### config.mk
export PLATFORM = sky130hd
export DESIGN_NAME = bpa_queue
export DESIGN_NICKNAME = d
export VERILOG_FILES = /design/src/bpa_pkg.sv /design/src/bpa_queue.sv
export SDC_FILE = /design/constraint.sdc
export NUM_CORES = 1
export LEC_CHECK = 0
export BUFFER_PORTS_ARGS = -buffer_cell sky130_fd_sc_hd__buf_2
export CORE_UTILIZATION = 50
export CTS_CLUSTER_SIZE = 8
export DETAILED_ROUTE_END_ITERATION = 12
export PLACE_DENSITY = 0.77
export RECOVER_POWER = 50
export SYNTH_ARGS = -nofsm -noshare
export SYNTH_HDL_FRONTEND = slang
export SYNTH_SLANG_ARGS = --single-unit
export TNS_END_PERCENT = 5
### constraint.sdc
create_clock -name clk -period 10.6 [get_ports clk]
set_input_delay 3.18 -clock clk [delete_from_list [all_inputs] [get_ports clk]]
set_output_delay 3.18 -clock clk [all_outputs]
set_load 0.02 [all_outputs]
### src/bpa_pkg.sv
// ----------------------------------------------------------------------------
// Bit-packed array store package
// Shared constants, command and status codes, and the classified-op type
// passed from the front end through the queue to the back end.
// ----------------------------------------------------------------------------
package bpa_pkg;

    // Store geometry
    localparam int STORE_WORDS = 512;
    localparam int WORD_W      = 64;
    localparam int ADDR_W      = $clog2(STORE_WORDS);
    localparam int SH_W        = 6;

    // Field widths
    localparam int CMD_W       = 1;
    localparam int IDX_W       = 15;
    localparam int VAL_W       = 57;
    localparam int CFG_W       = 6;

    // Element width limits
    localparam logic [CFG_W-1:0] WIDTH_MIN   = 6'd1;
    localparam logic [CFG_W-1:0] WIDTH_MAX   = 6'd57;
    localparam logic [CFG_W-1:0] WIDTH_RESET = 6'd8;

    // Bit offset arithmetic: wide enough for the largest store and index
    localparam int OFF_W       = 23;
    localparam logic [OFF_W-1:0] CAP_BITS = OFF_W'(STORE_WORDS * WORD_W);

    // Command codes
    localparam logic [CMD_W-1:0] CMD_READ  = 1'b0;
    localparam logic [CMD_W-1:0] CMD_WRITE = 1'b1;

    // Status codes
    localparam logic STATUS_DONE  = 1'b0;
    localparam logic STATUS_RANGE = 1'b1;

    // Queue depth between front and back
    localparam int Q_DEPTH     = 2;
    localparam int Q_PTR_W     = $clog2(Q_DEPTH);
    localparam int Q_CNT_W     = $clog2(Q_DEPTH + 1);

    // Classified operation
    typedef struct packed {
        logic              is_write;
        logic              is_err;
        logic              straddle;
        logic [ADDR_W-1:0] word;
        logic [SH_W-1:0]   sh;
        logic [VAL_W-1:0]  mask;
        logic [VAL_W-1:0]  value;
    } op_t;

endpackage

### src/bpa_queue.sv
// ----------------------------------------------------------------------------
// Bit-packed array store op queue
// Small FIFO of classified items between front and back end.
// ----------------------------------------------------------------------------
module bpa_queue
(
    input  logic          clk,
    input  logic          rst_n,
    input  logic          push,
    input  bpa_pkg::op_t  push_op,
    input  logic          pop,
    output logic          full,
    output logic          head_valid,
    output bpa_pkg::op_t  head_op
);

    bpa_pkg::op_t                  entry_reg [bpa_pkg::Q_DEPTH];
    logic [bpa_pkg::Q_PTR_W-1:0]   wr_ptr_reg;
    logic [bpa_pkg::Q_PTR_W-1:0]   rd_ptr_reg;
    logic [bpa_pkg::Q_CNT_W-1:0]   count_reg;

    assign full       = (count_reg == bpa_pkg::Q_CNT_W'(bpa_pkg::Q_DEPTH));
    assign head_valid = (count_reg != '0);
    assign head_op    = entry_reg[rd_ptr_reg];

    // Pointers and fill count
    always_ff @(posedge clk or negedge rst_n)
    begin
        if (!rst_n)
        begin
            wr_ptr_reg <= '0;
            rd_ptr_reg <= '0;
            count_reg  <= '0;
        end
        else
        begin
            if (push)
            begin
                wr_ptr_reg <= (wr_ptr_reg == bpa_pkg::Q_PTR_W'(bpa_pkg::Q_DEPTH - 1))
                              ? '0 : wr_ptr_reg + bpa_pkg::Q_PTR_W'(1);
            end
            if (pop)
            begin
                rd_ptr_reg <= (rd_ptr_reg == bpa_pkg::Q_PTR_W'(bpa_pkg::Q_DEPTH - 1))
                              ? '0 : rd_ptr_reg + bpa_pkg::Q_PTR_W'(1);
            end
            if (push && !pop)
            begin
                count_reg <= count_reg + bpa_pkg::Q_CNT_W'(1);
            end
            else if (pop && !push)
            begin
                count_reg <= count_reg - bpa_pkg::Q_CNT_W'(1);
            end
        end
    end

    // Entry storage
    always_ff @(posedge clk)
    begin
        if (push)
        begin
            entry_reg[wr_ptr_reg] <= push_op;
        end
    end

endmodule

Word-level counts from Yosys, hierarchy flattened. Memories as Yosys holds them, arrays and structs flattened. Cells that the tools add are included.

Memory bits (read-only): 0. Logic and storage cells: 21. Memories kept: 1. Output and inout bits: 134. Latch bits: 0. Bits of input ports: 136. Memory bits (writable): 264. Bits in registers: 4.

Memories: entry_reg (words 2, bits a word 132, rd ports 1, clocked after memory_dff 0, wr ports 1, RTL line bpa_queue.sv:17) `bpa_pkg::op_t entry_reg [bpa_pkg::Q_DEPTH];`.

$mul: 0. Divide/modulo/power cells: 0. Reduce and logical (&&, ||, !) cells: 6. $add $sub $neg: 4. Order comparisons: 0. Muxes and demuxes: 6. Equality and inequality tests: 1. Bitwise operators: 0. Shifts and indexed selects: 0.

Operator list (count): $mux 1 (4); $mux 2 (2); $reduce_bool 2->1 (2); $add 1x1->1 const B (2); $add 2x1->2 const B (1); $eq 2x2->1 const B (1); $logic_and 1x1->1 (2); $logic_not 1->1 (2); $sub 2x1->2 const B (1).

Longest topological paths before layout.
Depth after elaboration: 4. Mapped depth: 5. Mapped depth without buffers: 5.

Worst setup path after synthesis. OpenSTA, ideal clock, no wires.

Path type: input to register. Start point: input port push. End point: memory entry_reg[0][0] (netlist bit), enable pin. Setup time: 0.641 ns. Path buffers: 0. Stages: 1. Path slack: 1.060 ns. Arrival: 8.899 ns. Data required time: 9.959 ns. Cells stage by stage: nor2b_1.

Longest elaborated chain between the ends: 2.

Ends and longest elaborated chain: start: declaration (RTL line bpa_queue.sv:9) `input logic push,`; $mux 1 (RTL line bpa_queue.sv:61) `if (push)`; $mux 1 (not written as such) (RTL line bpa_queue.sv:63) `entry_reg[wr_ptr_reg] <= push_op;`; end: declaration (RTL line bpa_queue.sv:17).

No other way between the ends.

Final worst setup path.
Start point: input port push. End point: memory entry_reg[1][21] (netlist bit), enable pin.

Same word-level chain as after synthesis.

==> summary.txt <==
Run status
  • Violated checks: max-capacitance violations, max-slew violations
  • Status: complete, but fails checks

Place
  • DP Area: 11600 µm²
  • Detailed placement HPWL: 12.5 mm
  • # port buffers: 269
  • Placer congestion estimate: 0.727
  • Pre-CTS WS: 4.47 ns

Synth
  • Yosys cell types: 14
  • Synthesized cell area: 10000 µm²
  • Synth Instances: 427
  • Post-Syn Nets: 564
  • Ys Warns: 0
  • Mean Syn Cell Area: 23.4 µm²
  • Post-synthesis sequential area ratio: 80.3%
  • Synth Register Bits: 268

Setup path
  • CP Data Required Time: 10.71 ns
  • Crit path launch type: input pin
  • Setup crit end kind: flop
  • Critical-path maximum fanout: 71
  • Crit path kind: input pin to flop
  • Critical path arrival: 7.52 ns

Final layout
  • Layout cells sized above 1: 51.8%
  • Max FFs per register: 264
  • Area Overhead vs Synth: 26.0%
  • Final #Nets: 864
  • Final instance area: 12600 µm²

Detailed routing
  • Vias: 5005
  • DR pass1 iterations: 4
  • Via density: 4.98
  • Drt drc: 0
  • Initial DRC Count: 196
  • Drt wl/cell: 18.9 µm
  • Final wirelength: 19.0 mm
  • Detail Route Antenna Nets: 0

Clock network
  • Setup Buffers After CTS: 0
  • Longest Clk Path Bufs: 3
  • CTS Root Cell: clkbuf_16
  • CTS resizes: 0
  • # hold bufs at CTS: 0
  • Sinks on Clock Net: 268
  • Clk pin slew, worst setup/hold paths: 0.05 ns
  • CTS tree: built
  • H-tree depth: 2
  • CTS Buf Count: 39
  • Clk Latency, worst-skew pair: 0.51 ns

STA
  • Final setup vio count: 0
  • Worst slew pin tran: 4.14 ns
  • Setup total negative slack: 0 ns
  • Pins Over Slew Limit: 100
  • Final hold vios: 0
  • Hold Slack: 0.492 ns
  • Fin crit share: 70.0%
  • Skew final: 0.0279 ns
  • Fin worst setup slack: 3.18 ns
  • Fmax: 0.135 GHz
  • RSZ-0062 raised after global routing: no
  • Tmin final: 7.42 ns
  • Worst relative slew slack: -176%

Min path
  • Hold Crit Class: flop to flop

GRT
  • Global-route wire length before repair: 28.0 mm
  • Global route total overflow: 0
  • GRT Total Usage: 18.4%
  • Largest net degree at the start of global routing: 72
  • Initial antenna violation count: 3
  • Vias in the first global route: 5319

Pwr
  • Clock Power Share: 29.5%
  • PD cells: 295 nW/µm²
  • Pint: 2590 µW
  • Tot Pwr: 3720 µW
  • Sw power: 1130 µW
  • Peak supply drop: 0.000249 V
  • Seq pwr share: 40.5%
  • Sw Ratio: 30.4%
  • Comb power frac: 30.1%
  • Lkg Pwr: 0.00481 µW

Floorplan
  • Core Footprint: 19500 µm²
  • Die Y: 143 µm
  • Row count: 51
  • Effective utilization at floorplan: 51.2%
  • Die X: 143 µm
  • Die area: 20600 µm²
  • Io pins: 270

Flow run
  • Max_cap viols: 2
-- through the flow --
stage                     std cells  util [%]
after detailed placement        951      59.4
final                          1005      64.5
after global placement          951      59.4
after floorplan                 427         -
after CTS                      1002      64.9
after global routing           1002      64.4
-- critical path, cell delays in order --
cell	delay [ns]
clkbuf_1	0.17
and2_0	2.99
buf_4	1.11
-- cell usage after synthesis, drive strengths merged --
library cell	count	area share, %
and2	1	0.063
buf	15	1.3
dfrtp	4	1.0
edfxtp	264	79
ha	1	0.13
inv	1	0.038
mux2	132	17
nor2	1	0.038
nor2b	2	0.13
or2	1	0.063
xnor2	1	0.088
xor2	4	0.35
-- cells in the final DEF (no fill, tap or decap), types with 3 or more instances in the layout --
cell type  instances
edfxtp_1         264
buf_2            200
clkbuf_1          76
mux2_4            70
mux2_2            62
clkbuf_16         40
buf_4              5
xor2_1             4
diode_2            3
dfrtp_1            3
-- power groups by stage --
| stage | Combinational (µW) | Sequential, µW | Clock [µW] |
|---|---|---|---|
| final | 1120 | 1510 | 1100 |
| after global routing | 1190 | 1530 | 1160 |
| after CTS | 1140 | 1500 | 1120 |
| after detailed placement | 1130 | 1520 | 0 |
| after global placement | 1120 | 1500 | 0 |
| after floorplan | 864 | 1500 | 0 |
-- cells by family (layout without fill, tap and decap cells) --
| family | Yosys count | after routing | synth area share, % |
|---|---|---|---|
| other | 0 | 3 | 0 |
| DFF | 268 | 268 | 80.3 |
| muxes | 132 | 132 | 17.5 |
| adders and majority gates | 1 | 1 | 0.125 |
| xor gates and xnor gates | 5 | 5 | 0.438 |
| buffers and inverters | 16 | 326 | 1.35 |
| and+or+nand+nor | 5 | 5 | 0.288 |
-- final cells by class --
| class | instances | area, µm² |
|---|---|---|
| Antenna cell | 3 | 7.51 |
| Clock buffer | 48 | 1030 |
| Clock inverter | 3 | 55.1 |
| Fill cell | 1396 | 6930 |
| Inverter | 1 | 3.75 |
| Multi-Input combinational cell | 143 | 1830 |
| Sequential cell | 268 | 8030 |
| Tap cell | 265 | 332 |
| Timing Repair Buffer | 274 | 1300 |
-- path summary, 6_finish.rpt --
path	start	slack, ns	cells past startpoint	endpoint
hold reg to reg	wr_ptr_reg$_DFFE_PN0P_	0.49	1	wr_ptr_reg$_DFFE_PN0P_
setup reg to reg	wr_ptr_reg$_DFFE_PN0P_	5.67	2	entry_reg[1][21]$_DFFE_PP_
max in group asynchronous	rst_n	7.88	1	rd_ptr_reg$_DFFE_PN0P_
hold / removal	wr_ptr_reg$_DFFE_PN0P_	0.49	1	wr_ptr_reg$_DFFE_PN0P_
min in group asynchronous	rst_n	2.50	1	wr_ptr_reg$_DFFE_PN0P_
setup / recovery	push	3.18	3	entry_reg[1][21]$_DFFE_PP_
-- per-layer routing --
layer / vias up / track usage (%) / share of wire [%]
li1: 2293 / - / -
met1: 2430 / 20.9 / 38
met4: 0 / 7.17 / 2.4
met3: 45 / 8.96 / 12
met2: 237 / 29.8 / 48
met5: - / 0 / 0
No activity file was read; power rests on OpenSTA's default activity.
