$ cat src/bpa_pkg.sv
// ----------------------------------------------------------------------------
// Bit-packed array store package
// Shared constants, command and status codes, and the classified-op type
// passed from the front end through the queue to the back end.
// ----------------------------------------------------------------------------
package bpa_pkg;

    // Store geometry
    localparam int STORE_WORDS = 512;
    localparam int WORD_W      = 64;
    localparam int ADDR_W      = $clog2(STORE_WORDS);
    localparam int SH_W        = 6;

    // Field widths
    localparam int CMD_W       = 1;
    localparam int IDX_W       = 15;
    localparam int VAL_W       = 57;
    localparam int CFG_W       = 6;

    // Element width limits
    localparam logic [CFG_W-1:0] WIDTH_MIN   = 6'd1;
    localparam logic [CFG_W-1:0] WIDTH_MAX   = 6'd57;
    localparam logic [CFG_W-1:0] WIDTH_RESET = 6'd8;

    // Bit offset arithmetic: wide enough for the largest store and index
    localparam int OFF_W       = 23;
    localparam logic [OFF_W-1:0] CAP_BITS = OFF_W'(STORE_WORDS * WORD_W);

    // Command codes
    localparam logic [CMD_W-1:0] CMD_READ  = 1'b0;
    localparam logic [CMD_W-1:0] CMD_WRITE = 1'b1;

    // Status codes
    localparam logic STATUS_DONE  = 1'b0;
    localparam logic STATUS_RANGE = 1'b1;

    // Queue depth between front and back
    localparam int Q_DEPTH     = 2;
    localparam int Q_PTR_W     = $clog2(Q_DEPTH);
    localparam int Q_CNT_W     = $clog2(Q_DEPTH + 1);

    // Classified operation
    typedef struct packed {
        logic              is_write;
        logic              is_err;
        logic              straddle;
        logic [ADDR_W-1:0] word;
        logic [SH_W-1:0]   sh;
        logic [VAL_W-1:0]  mask;
        logic [VAL_W-1:0]  value;
    } op_t;

endpackage

$ cat src/bpa_ifs.sv
// ----------------------------------------------------------------------------
// Bit-packed array store channel interfaces
// Request channel (command, index, value) and response channel
// (read value, status), both valid/ready.
// ----------------------------------------------------------------------------
interface bpa_cmd_if;
    logic                         valid;
    logic                         ready;
    logic [bpa_pkg::CMD_W-1:0]    command;
    logic [bpa_pkg::IDX_W-1:0]    element_index;
    logic [bpa_pkg::VAL_W-1:0]    write_value;

    modport source (output valid, command, element_index, write_value, input ready);
    modport sink   (input valid, command, element_index, write_value, output ready);
endinterface


$ cat src/bpa_front.sv
// ----------------------------------------------------------------------------
// Bit-packed array store front end
// Holds the element width register, accepts request items and classifies
// them: bit offset, word address, shift, straddle, range check, masks.
// ----------------------------------------------------------------------------
module bpa_front
(
    input  logic                          clk,
    input  logic                          rst_n,
    input  logic                          cfg_we,
    input  logic [bpa_pkg::CFG_W-1:0]     cfg_wdata,
    bpa_cmd_if.sink                       req,
    input  logic                          q_full,
    input  logic                          clearing,
    output logic                          push,
    output bpa_pkg::op_t                  op
);

    logic [bpa_pkg::CFG_W-1:0] width_reg;
    logic [bpa_pkg::CFG_W-1:0] width_eff;
    logic [bpa_pkg::OFF_W-1:0] offset;
    logic [bpa_pkg::OFF_W-1:0] end_bit;
    logic [bpa_pkg::VAL_W-1:0] mask;

    // Element width register
    always_ff @(posedge clk or negedge rst_n)
    begin
        if (!rst_n)
        begin
            width_reg <= bpa_pkg::WIDTH_RESET;
        end
        else if (cfg_we)
        begin
            width_reg <= cfg_wdata;
        end
    end

    // Clamp to the usable range
    always_comb
    begin
        if (width_reg < bpa_pkg::WIDTH_MIN)
        begin
            width_eff = bpa_pkg::WIDTH_MIN;
        end
        else if (width_reg > bpa_pkg::WIDTH_MAX)
        begin
            width_eff = bpa_pkg::WIDTH_MAX;
        end
        else
        begin
            width_eff = width_reg;
        end
    end

    // Slot position and range check
    assign offset  = bpa_pkg::OFF_W'(req.element_index) * bpa_pkg::OFF_W'(width_eff);
    assign end_bit = offset + bpa_pkg::OFF_W'(width_eff);
    // width of 57 wraps to zero before the decrement, giving all ones
    assign mask    = (bpa_pkg::VAL_W'(1) << width_eff) - bpa_pkg::VAL_W'(1);

    // Classified item
    always_comb
    begin
        op.is_write = (req.command == bpa_pkg::CMD_WRITE);
        op.is_err   = (end_bit > bpa_pkg::CAP_BITS);
        op.word     = offset[bpa_pkg::ADDR_W+bpa_pkg::SH_W-1:bpa_pkg::SH_W];
        op.sh       = offset[bpa_pkg::SH_W-1:0];
        op.straddle = ({1'b0, offset[bpa_pkg::SH_W-1:0]} + {1'b0, width_eff})
                      > 7'(bpa_pkg::WORD_W);
        op.mask     = mask;
        op.value    = req.write_value & mask;
    end

    // Handshake
    assign req.ready = !q_full && !clearing;
    assign push      = req.valid && req.ready;

endmodule

$ cat src/flat_wrapper.sv
// flat-port wrapper written by rule: the top's interface ports become plain ports
module bpa_front_flat 
  (clk, rst_n, cfg_we, cfg_wdata, q_full, clearing, push, op, req_valid, req_command, req_element_index, req_write_value, req_ready);
  bpa_cmd_if req_i ();
  input  logic clk;
  input  logic rst_n;
  input  logic cfg_we;
  input  logic [bpa_pkg::CFG_W-1:0] cfg_wdata;
  input  logic q_full;
  input  logic clearing;
  output logic push;
  output bpa_pkg::op_t op;
  input wire logic [$bits(req_i.valid)-1:0] req_valid;
  input wire logic [$bits(req_i.command)-1:0] req_command;
  input wire logic [$bits(req_i.element_index)-1:0] req_element_index;
  input wire logic [$bits(req_i.write_value)-1:0] req_write_value;
  output wire logic [$bits(req_i.ready)-1:0] req_ready;
  assign req_i.valid = req_valid;
  assign req_i.command = req_command;
  assign req_i.element_index = req_element_index;
  assign req_i.write_value = req_write_value;
  assign req_ready = req_i.ready;
  bpa_front u_core (.clk(clk), .rst_n(rst_n), .cfg_we(cfg_we), .cfg_wdata(cfg_wdata), .req(req_i), .q_full(q_full), .clearing(clearing), .push(push), .op(op));
endmodule
$ cat config.mk
export PLATFORM = sky130hd
export DESIGN_NAME = bpa_front_flat
export DESIGN_NICKNAME = d
export VERILOG_FILES = /design/src/bpa_pkg.sv /design/src/bpa_ifs.sv /design/src/bpa_front.sv /design/src/flat_wrapper.sv
export SDC_FILE = /design/constraint.sdc
export NUM_CORES = 1
export LEC_CHECK = 0
export BUFFER_PORTS_ARGS = -buffer_cell sky130_fd_sc_hd__buf_2
export CAP_MARGIN = 20
export CORE_ASPECT_RATIO = 0.9
export CORE_MARGIN = 2
export CORE_UTILIZATION = 46
export CTS_CLUSTER_DIAMETER = 120
export DETAILED_ROUTE_END_ITERATION = 6
export PLACE_DENSITY = 0.79
export SLEW_MARGIN = 20
export SYNTH_ARGS = -nofsm -noshare
export SYNTH_HDL_FRONTEND = slang
export SYNTH_SLANG_ARGS = --single-unit
$ cat constraint.sdc
create_clock -name clk -period 6.3 [get_ports clk]
set_clock_uncertainty 0.05 [all_clocks]
set_input_delay 0.945 -clock clk [delete_from_list [all_inputs] [get_ports clk]]
set_output_delay 0.945 -clock clk [all_outputs]
set_load 0.1 [all_outputs]
# [Word-level counts from Yosys, hierarchy flattened]
# Index checks and enable logic that the tools add are counted.
[word_totals] mem_count=0 regBits=6 mem_bits_ro=0 latch_bits=0 ramBits=0 in_bits=85 wordCells=17 out_inout_bits=134
[classes] eq_ne=0 n_lt_le_gt_ge=4 shift=1 n_mul=1 n_bitwise=1 div_mod_pow=0 n_reduce_logical=4 mux=2 add_sub_neg=3
[op_table] operator="$and A57 B57 Y57" count=1
[op_table] operator="$shl A1 B6 Y57 const A" count=1
[op_table] operator="$sub A57 B2 Y57 const B" count=1
[op_table] operator="$gt A23 B16 Y1 const B" count=1
[op_table] operator="$add A21 B6 Y22" count=1
[op_table] operator="$mul A15 B6 Y21" count=1
[op_table] operator="$mux W6" count=2
[op_table] operator="$add A6 B6 Y7" count=1
[op_table] operator="$gt A7 B7 Y1 const B" count=1
[op_table] operator="$gt A6 B6 Y1 const B" count=1
[op_table] operator="$lt A6 B1 Y1 const B" count=1
[op_table] operator="$logic_and A1 B1 Y1" count=2
[op_table] operator="$logic_not A1 Y1" count=2

# [Longest topological paths before layout]
[logic_depth] ltp_word=6 depth_mapped=22

# [Least setup slack after synthesis]
# No wires, ideal clock.
[synth_path] kind="flip-flop to output port" start="register u_core.width_reg[5] in the netlist's numbering" end="output op[130] in the netlist's numbering" arrival_ns=7.591 path_slack_ns=-2.286 stages_incl_launch_ff=19 n_path_buf=4 path_cell_list="dfrtp_1 > buf_2 > clkbuf_1 > clkbuf_1 > clkbuf_1 > nand2_1 > fa_1 > fa_1 > fa_1 > inv_1 > ha_1 > nor2b_4 > o22ai_1 > xnor2_1 > nand2_1 > or4_4 > o41a_1 > o22ai_1 > nand4_1"
[synth_lines] element="start: declaration" line="bpa_front.sv:19" source="logic [bpa_pkg::CFG_W-1:0] width_reg;"
[synth_lines] element="start signal: assignment" line="bpa_front.sv:30" source="width_reg <= bpa_pkg::WIDTH_RESET;"
[synth_lines] element="start signal: assignment" line="bpa_front.sv:34" source="width_reg <= cfg_wdata;"
[synth_lines] element="end: declaration" line="flat_wrapper.sv:12" source="output bpa_pkg::op_t op;"

==> impl_summary.md <==
Timing
The max-slew violation count was 0. For the pin with the worst max-slew slack, the measured transition is just over 900 ps. Setup violations remaining at the end of the flow were counted as 1.

The achievable clock frequency is between 150 and 200 MHz. Counting I/O delays and the setup requirement, the final critical path takes approximately 6500 ps. The final worst-path cycle share is 1.03. The number of hold-slack violations in the final timing report is 0. The accumulated negative setup slack is -173 ps. In the post-route analysis, the smallest setup slack over all paths is -173 ps. Setup repair after global routing could not meet its margin everywhere. The worst pin sits at a relative slew slack of 0.377.

Synth
By area the synthesized netlist is led by fa_1 (21%), and2_1 (11%), ha_1 (8.4%). The average cell area after synthesis is 7.16 um^2. The share of synthesized area in the top cell type comes to 0.208. The number of synthesized flops with an enable pin is 0. The proportion of synthesized chip area in sequential cells is 0.0291. In the synthesized netlist, the number of instances is ~730. The proportion of synthesized flip-flops having asynchronous set or reset is 1.00. The number of warning messages in the yosys log is 0. The commonest register cell after synthesis is dfrtp_1. The netlist uses 79 different library cells. The register bit total from synthesis is 6. The cell accounting for the most synthesized area is fa_1. The post-synth design cell area is around 5200 um^2.

Finish
The register with the most flip-flops in the layout has 6 of them. In the layout the commonest cells are buf_2 (205), buf_4 (98), and2_1 (87), inv_1 (79), nand2_1 (76). The number of antenna diodes is 0.

Of the cells placed in the final design, the portion with a size suffix greater than 1 is 0.377. The final net count is around 1200. Compared with the post-synthesis result, the final layout area differs by 44.0%. The leading cell type in the layout, fill and taps excluded is buf_2.

Global route
The first global-routing pass estimated around 28 mm of wire. For met2 alone, demand over resource in global routing was 0.448. In the global route stage, met3 resource usage came out at 0.0232. For this run, global-route usage on met1 was measured as 0.418.

The number of antenna violations at the first check in global routing came to 0. The total overflow left after global routing is 0. The pin count of the biggest net entering global routing is 37. The number of global-route vias before repair is just under 6000. Across every metal layer, demand over resource in global routing totals 0.280.

In this run the most used layer during global routing was met2.

Worst setup path
For the worst setup path, the data arrival time is approximately 5500 ps. In this run the worst path has a maximum fanout of 5. The critical path class is register to output pin. STA classifies the critical path startpoint as a register. The critical path data required time is 5300 ps.

The worst setup path is captured at an output pin.

Clocking
The clock root buffer master is clkbuf_16. The clock tree from TritonCTS is built. The clock sink total is 6.

The H-tree depth is 1. The maximum number of buffers from clock root to sink is 2. The number of buffers inserted during clock tree synthesis is 3.

After clock tree synthesis, the flow added hold-fix buffers numbering 0. Clock latency on the worst-skew pair, taken at its later pin, is roughly 230 ps. After clock tree synthesis, the clock-pin slew on the worst setup and hold paths is approximately 40 ps.

Power
Summed over all cells, the static leakage comes to 0.00390 uW. The maximum VDD drop is ~0.63 mV. In this run the power density over the cells is just over 600 nW/um^2.

Placement
The placer congestion estimate is 0.923. The number of buffer cells added on primary ports is 213. Prior to clock tree synthesis, the placed netlist has a worst setup slack of -283 ps. Once detailed placement completed, the half-perimeter wirelength came to about 14 mm.

Drt
The DRC violation count after routing is 0. The total wire length after detailed routing is 17.4 mm. The detail route stage leaves a number of antenna-violating nets equal to 0. The violation count after the first detailed-route iteration is about 420.

The average detailed-routed wire length per instance is approximately 15 um. The total number of vias is a little over 6000. The via density per instance is roughly 5.3. The pre-antenna-repair detailed-routing pass consisted of 6 iterations.

Floorplan
between 200 and 250 I/O pins were placed. The floorplan step set the die height to 105 um. The die covers ~12000 um^2. The initial standard-cell utilization of the core is 0.475.

In this run the horizontal extent of the chip is around 120 um. The core box area is between 10000 and 15000 um^2. The row count is 36.

Outcome
The final reports fail on negative setup slack. The run finished, with violations left.

Job
Across the run, the number of max-cap violations was 0.

Min path
The class of the tightest hold or removal check is primary input to asynchronous set/reset pin.
## what timing repair did
action / in CTS / in global routing
pin swaps: 7 / 9
buffers inserted: 0 / 6
cloned: 1 / 0
resized for setup: 20 / 9
endpoints found under the setup margin: 2 / 1
## critical path, stage by stage (launching register included)
cell     delay, ps
dfrtp_1        400
o211a_4        280
a221o_2        420
and2_1         200
fa_1           460
fa_1           490
inv_1           50
fa_1           520
inv_1           60
ha_4           260
buf_4          140
a41o_1         210
a211o_1        320
or3_1          360
and2_1         180
or4_1          460
nand4_1        100
nand4_1        130
buf_8          200
## logic make-up (layout without fill, tap and decap cells)
kind of cell | after synthesis | count (layout) | synth area share
simple gates | 319 | 319 | 0.325
compound gates | 157 | 158 | 0.212
buf+inv | 130 | 404 | 0.0989
fa+ha+maj | 89 | 89 | 0.292
xor+xnor | 18 | 18 | 0.0303
mux | 6 | 6 | 0.0123
flops | 6 | 6 | 0.0291
other cells | 1 | 2 | 0.000721
## synth_stat cells, types with 5 or more instances
library cell / instances
and2_1: 90
inv_1: 82
nand2_1: 76
fa_1: 54
nor2_1: 52
ha_1: 35
clkbuf_1: 34
a21oi_1: 32
o21ai_0: 31
and3_1: 28
nor3_1: 19
xnor2_1: 12
nand3_1: 10
o21ai_1: 10
a21boi_0: 8
or3_1: 8
a211oi_1: 7
a31oi_1: 7
o21bai_1: 7
a21o_1: 6
buf_2: 6
xor2_1: 6
dfrtp_1: 5
nand4_1: 5
nor2b_1: 5
o21a_1: 5
## power breakdown
group	leakage, uW	internal, uW	switching [uW]	total (uW)
registers	0.0000689	43.1	6.41	49.5
logic	0.00380	1630	2860	4490
clock network	0.0000382	84.0	21.4	105
## stage by stage
stage | util | total power (uW) | cells | cell area [um^2] | hold slack (ps)
detailed placement | 0.659 | 4380 | 1143 | 7220 | 656
finish | 0.684 | 4650 | 1154 | 7490 | 488
global placement | 0.659 | 4320 | 1143 | 7220 | 631
CTS | 0.677 | 4570 | 1148 | 7410 | 487
global route | 0.684 | 4920 | 1154 | 7490 | 492
floorplan | - | 3100 | 727 | 5350 | 599
## final timing paths
check	to	cells past startpoint	slack (ps)	startpoint
setup / recovery	op[130]	18	-170	u_core.width_reg[2]
min in group clk	u_core.width_reg[1]	2	680	u_core.width_reg[1]
hold reg to reg	u_core.width_reg[1]	2	680	u_core.width_reg[1]
max in group asynchronous	u_core.width_reg[3]	1	5480	rst_n
setup reg to reg	u_core.width_reg[3]	3	4810	u_core.width_reg[3]
hold / removal	u_core.width_reg[0]	1	490	rst_n
## cell type report
class                      count  area (um^2)
multi-input combinational    592         4780
fill                         947         3450
timing repair buffer         315         1960
inverter                      85          327
tap                          152          190
sequential                     6          153
clock buffer                   4         78.8
## layer usage
| layer | routed length (um) | up-vias | share of wire |
|---|---|---|---|
| met1 | 8020 | 2906 | 0.46 |
| met4 | 204 | 0 | 0.012 |
| li1 | - | 3006 | - |
| met3 | 1160 | 20 | 0.067 |
| met5 | 0 | - | 0 |
| met2 | 8000 | 239 | 0.46 |
No activity file was read; power rests on OpenSTA's default activity.
